$ cat config.mk
export PLATFORM = sky130hd
export DESIGN_NAME = hpt_front
export DESIGN_NICKNAME = d
export VERILOG_FILES = /design/src/rtl/core/hpt_pkg.sv /design/src/rtl/core/hpt_front.sv
export SDC_FILE = /design/constraint.sdc
export NUM_CORES = 1
export LEC_CHECK = 0
export CORE_MARGIN = 2
export CORE_UTILIZATION = 30
export CTS_BUF_LIST = sky130_fd_sc_hd__clkbuf_8 sky130_fd_sc_hd__clkbuf_16
export DETAILED_ROUTE_END_ITERATION = 16
export DONT_BUFFER_PORTS = 1
export HOLD_SLACK_MARGIN = 0.1
export PLACE_DENSITY = 0.49
export SYNTH_ARGS = -nofsm -noshare
export SYNTH_HDL_FRONTEND = slang
export SYNTH_SLANG_ARGS = --single-unit
$ cat constraint.sdc
create_clock -name clk_i -period 5.1 [get_ports clk_i]
set_input_delay 1.02 -clock clk_i [delete_from_list [all_inputs] [get_ports clk_i]]
set_output_delay 1.02 -clock clk_i [all_outputs]
set_load 0.05 [all_outputs]
$ cat src/rtl/core/hpt_pkg.sv
// Shared types, register indexes and helpers for the compensation core.
// Depends on nothing; hpt_front, hpt_back and the top level refer to it by scoped names.
package hpt_pkg;

  // Configuration register indexes
  localparam logic [2:0] CfgBytes0To7   = 3'd0;
  localparam logic [2:0] CfgBytes8To15  = 3'd1;
  localparam logic [2:0] CfgBytes16To23 = 3'd2;
  localparam logic [2:0] CfgHumFirst    = 3'd3;
  localparam logic [2:0] CfgBytes26To32 = 3'd4;

  // One raw sample
  typedef struct packed {
    logic [19:0] raw_t;
    logic [19:0] raw_p;
    logic [15:0] raw_h;
  } sample_t;

  // Unpacked calibration coefficients
  typedef struct packed {
    logic        [15:0] t1;
    logic signed [15:0] t2;
    logic signed [15:0] t3;
    logic        [15:0] p1;
    logic signed [15:0] p2;
    logic signed [15:0] p3;
    logic signed [15:0] p4;
    logic signed [15:0] p5;
    logic signed [15:0] p6;
    logic signed [15:0] p7;
    logic signed [15:0] p8;
    logic signed [15:0] p9;
    logic        [7:0]  h1;
    logic signed [15:0] h2;
    logic        [7:0]  h3;
    logic signed [11:0] h4;
    logic signed [11:0] h5;
    logic signed [7:0]  h6;
  } cal_t;

  // Unpack the coefficients from the raw calibration bytes
  function automatic cal_t unpack_cal(logic [63:0] c0, logic [63:0] c1, logic [63:0] c2,
                                      logic [7:0] c3, logic [55:0] c4);
    cal_t c;
    c.t1 = c0[15:0];
    c.t2 = c0[31:16];
    c.t3 = c0[47:32];
    c.p1 = c0[63:48];
    c.p2 = c1[15:0];
    c.p3 = c1[31:16];
    c.p4 = c1[47:32];
    c.p5 = c1[63:48];
    c.p6 = c2[15:0];
    c.p7 = c2[31:16];
    c.p8 = c2[47:32];
    c.p9 = c2[63:48];
    c.h1 = c3;
    c.h2 = c4[15:0];
    c.h3 = c4[23:16];
    // byte 29 high, low nibble of byte 30
    c.h4 = {c4[31:24], c4[35:32]};
    // byte 31 high, high nibble of byte 30
    c.h5 = {c4[47:40], c4[39:36]};
    c.h6 = c4[55:48];
    return c;
  endfunction

  // Sign-extend the low 32 bits (32-bit wrap)
  function automatic logic [63:0] w32(logic [63:0] x);
    return {{32{x[31]}}, x[31:0]};
  endfunction

  // Signed divide by 2^k, truncating toward zero
  function automatic logic [63:0] sdiv_p2(logic [63:0] x, int unsigned k);
    logic        [63:0] bias;
    logic signed [63:0] s;
    bias = x[63] ? ((64'd1 << k) - 64'd1) : 64'd0;
    s    = signed'(x + bias);
    return 64'(s >>> k);
  endfunction

endpackage

$ cat src/rtl/core/hpt_front.sv
// Front part: accepts raw samples into a two-beat queue.
// Depends on hpt_pkg for the sample type.
module hpt_front (
  input  logic             clk_i,
  input  logic             rst_ni,
  input  logic             in_valid_i,
  output logic             in_stall_o,
  input  hpt_pkg::sample_t in_data_i,
  output logic             q_valid_o,
  input  logic             q_take_i,
  output hpt_pkg::sample_t q_data_o
);

  hpt_pkg::sample_t mem_q [2];
  logic       wr_ptr_q, wr_ptr_d;
  logic       rd_ptr_q, rd_ptr_d;
  logic [1:0] cnt_q, cnt_d;
  logic       push, pop;

  assign in_stall_o = (cnt_q == 2'd2);
  assign push       = in_valid_i & ~in_stall_o;
  assign q_valid_o  = (cnt_q != 2'd0);
  assign pop        = q_take_i & q_valid_o;
  assign q_data_o   = mem_q[rd_ptr_q];

  // Advance pointers and fill count
  always_comb begin
    wr_ptr_d = push ? ~wr_ptr_q : wr_ptr_q;
    rd_ptr_d = pop ? ~rd_ptr_q : rd_ptr_q;
    cnt_d    = cnt_q + {1'b0, push} - {1'b0, pop};
  end

  always_ff @(posedge clk_i or negedge rst_ni) begin
    if (!rst_ni) begin
      wr_ptr_q <= 1'b0;
      rd_ptr_q <= 1'b0;
      cnt_q    <= 2'd0;
    end else begin
      wr_ptr_q <= wr_ptr_d;
      rd_ptr_q <= rd_ptr_d;
      cnt_q    <= cnt_d;
    end
  end

  // Store incoming beat
  always_ff @(posedge clk_i) begin
    if (push) begin
      mem_q[wr_ptr_q] <= in_data_i;
    end
  end

endmodule

==> results.md <==
Outcome:
- The flow ran to the end, and the final reports show no timing, DRC or antenna violations.

Final layout:
- The post-route netlist has about two fifths of its cells at a drive strength greater than 1.
- Fill cells in the final layout number 1347.
- The signed area change from the synthesized netlist to the final layout is 17.8%.
- The number of nets in the layout is 269.
- Leaving out filler cells and counting taps, the final layout contains 404.
- The antenna cell count is 0.

Floorplan:
- The die extent in y is 125 um.
- The number of standard-cell rows in the floorplan is 44.
- The initial core utilization is between 30% and 40%.
- In this run the horizontal extent of the chip is approximately 120 um.
- The area of the die is 15500 um^2.
- The core region area is around 14000 um^2.
- In this run the count of I/O pins placed on the die edge is 118.

Placement:
- The routability congestion estimate from global placement is 0.654.
- Buffers placed on the I/O ports in this run total 0.
- Once placement completed, the tool counted placed cells totaling 372.
- The final HPWL from detailed placement is 4270 um.

Clocking:
- Buffers inserted during clock tree synthesis total 17.
- Buffers inserted to repair hold after CTS numbered 0.
- In this run the post-CTS setup repair buffer count came out at 0.
- The CTS tree is yes.
- The H-tree was split into 4 levels.
- In this run, post-CTS repair resized a total of 0 instances.
- The tree built by TritonCTS fans out to 116 sinks.
- Clock-pin slew was measured on the worst setup and hold paths at 50 ps.
- The worst-skew pair later-pin latency is 400 ps.
- Counting along the longest clock path gives a buffer depth of 2.
- The cell chosen for the clock root is sky130_fd_sc_hd__clkbuf_16.

Synthesis:
- The mapped netlist covers 4360 um^2.
- The synthesis-stage register bit count is 116.
- The biggest area contributor in the post-synthesis netlist is sky130_fd_sc_hd__edfxtp_1.
- The most frequently used cell type in the post-synthesis netlist is sky130_fd_sc_hd__edfxtp_1.
- The portion of synthesized cell area occupied by the leading cell type is 77.1%.
- A synthesized cell averages 22.7 um^2.
- The count of synthesis-stage warnings from yosys is 0.
- Sequential cells were found to cover 79.4% of the synthesized design area.
- The share of flip-flops with an asynchronous set or reset after synthesis is roughly 3.4%.
- The prevailing post-synth register cell is sky130_fd_sc_hd__edfxtp_1.
- Yosys mapped the design onto 16 distinct sky130hd cell types.
- The synthesized instance count is roughly 190.
- In this run, synthesis inferred around 110 flip-flops with an integrated enable.
- Ranked by total cell area, the synthesized netlist is headed by sky130_fd_sc_hd__edfxtp_1 77%, sky130_fd_sc_hd__mux2_4 10%, sky130_fd_sc_hd__mux2_2 6.7%, sky130_fd_sc_hd__dfrtp_1 2.3%, sky130_fd_sc_hd__buf_6 1.0%.
- Sorting the synthesized cells by how often they occur yields 112 x sky130_fd_sc_hd__edfxtp_1, 30 x sky130_fd_sc_hd__mux2_4, 26 x sky130_fd_sc_hd__mux2_2.
- The post-synth net total is ~250.

STA:
- The clock skew after layout is 6.43 ps.
- Of the available clock period, the critical path in the final layout requires 59.8%.
- Headroom to the max-slew limit came out at between 30% and 40%.
- After layout, the minimum clock period comes to 3050 ps.
- Setup repair after global routing left no endpoint under its margin.
- The setup-violating endpoint count in the final report is 0.
- The number of pins exceeding their max-slew limit in the final report is 0.
- The transition time at the pin with the least slew margin is 956 ps.
- Static timing analysis puts the maximum clock frequency at 328 MHz.
- The final count of hold timing violations is 0.
- Setup total negative slack on the finished layout was measured at 0 ps.

Global route:
- Global routing consumed, on the met3 layer, 7.00% of the routing resources.
- The first global-routing pass estimated ~11000 um of wire.
- The via count of the first global-routing pass is 2007.
- The global-route track usage on met1 is 9.63%.
- The pin count of the biggest net entering global routing is just under 60.
- The overflow left after global routing is 0.
- The combined global-route utilization of all metal layers is 9.70%.
- The number of antenna violations at the first check in global routing is 1.
- The routing layer with the top usage in global route is met2.
- Global routing consumed, on the met2 layer, 15.2% of the routing resources.

Worst setup path:
- The largest driver fanout on the critical path is 57.
- The worst setup path is of the flop to primary output kind.
- For the worst setup path, the data required time is 4080 ps.
- The worst setup path is launched from a flop.
- Together, buffers and inverters on the worst path number 0.
- The family with the most delay on the worst path is flip-flops.
- The longest individual stage delay on the worst path is between 1000 and 1500 ps.
- At the worst endpoint, the arrival time is around 2000 ps.
- The cell type of the slowest stage on the worst timing path is sky130_fd_sc_hd__dfrtp_4.
- The capturing element type of the critical path is a primary output.
- Walking the worst path, the cells encountered are mux2_2.

Drt:
- After detailed routing, the average wire length per cell comes to ~18 um.
- The detailed-router iteration count before antenna repair is 4.
- After the first detailed-routing iteration, the DRC count stood at 81.
- The final route contains roughly 1800 vias.
- Once detail routing completed, the nets flagged for antenna violations numbered 0.
- The via density per instance is about 4.4.
- After detailed routing, the number of remaining DRC violations is 0.
- The aggregate routed wire length is 7120 um.

Worst hold path:
- The path class of the tightest hold or removal check is primary input to asynchronous set/reset pin.

Run:
- The tool flagged a number of max-cap violations equal to 0.
flip-flops by register name, summed over array words and instances (netlist names):
name and cells:
cnt_q 2, mem_q 112, rd_ptr_q 1, wr_ptr_q 1
per-layer routing:
metal  wire length, um  part of all wire [%]  vias up
met5                14                  0.20        -
met2              3420                    48       85
met4               111                   1.6        2
met3               902                    13       14
met1              2670                    38      888
li1                  -                     -      787
layout by cell type, fill, tap and decap left out, drive strengths merged:
cell,n
and2,1
and3,1
buf,2
bufinv,3
clkbuf,17
clkinv,8
clkinvlp,2
dfrtp,4
edfxtp,112
ha,2
inv,4
mux2,56
nand2,1
nand2b,1
nor2,1
or2,1
xnor2,3
xor2,1
final timing paths:
check | from | end | slack (ps) | cells past startpoint
setup / recovery | rd_ptr_q | q_data_o[4] | 2050 | 1
hold / removal | rst_ni | cnt_q[0] | 310 | 0
setup reg to reg | cnt_q[1] | mem_q[0][49] | 2820 | 4
hold reg to reg | cnt_q[0] | cnt_q[0] | 520 | 1
max in group asynchronous | rst_ni | rd_ptr_q | 4710 | 0
min in group clk_i | cnt_q[0] | cnt_q[0] | 520 | 1
cells by family after synthesis:
group / synth area share [%]
XOR/XNOR: 0.803
adder cells (fa/ha/maj): 0.574
buffers and inverters: 1.43
multiplexers: 17.0
AND/OR/NAND/NOR: 0.746
flip-flops: 79.4
cell type report:
class,instances,area [um^2],share of cell area [%]
timing repair buffer,2,15.0,0.292
clock buffer,17,425,8.28
inverter,2,7.51,0.146
sequential,116,3470,67.5
tap,184,230,4.48
clock inverter,15,148,2.87
multi-input combinational,68,845,16.4
per-stage QoR:
| stage | hold WS, ps | setup WS (ps) | area (um^2) | utilization (%) |
|---|---|---|---|---|
| 4_1_cts | 287 | 1970 | 5140 | 35.8 |
| 5_1_grt | 279 | 1910 | 5140 | 35.8 |
| 2_1_floorplan | 461 | 1170 | 4360 | - |
| 3_3_place_gp | 493 | 2320 | 4560 | 31.8 |
| 3_5_place_dp | 509 | 2240 | 4560 | 31.8 |
| 6_report | 313 | 2050 | 5140 | 35.8 |
Power is left out: the tool's default activity adds up to more than one toggle a clock period on the data nets, which glitch-free logic cannot reach.
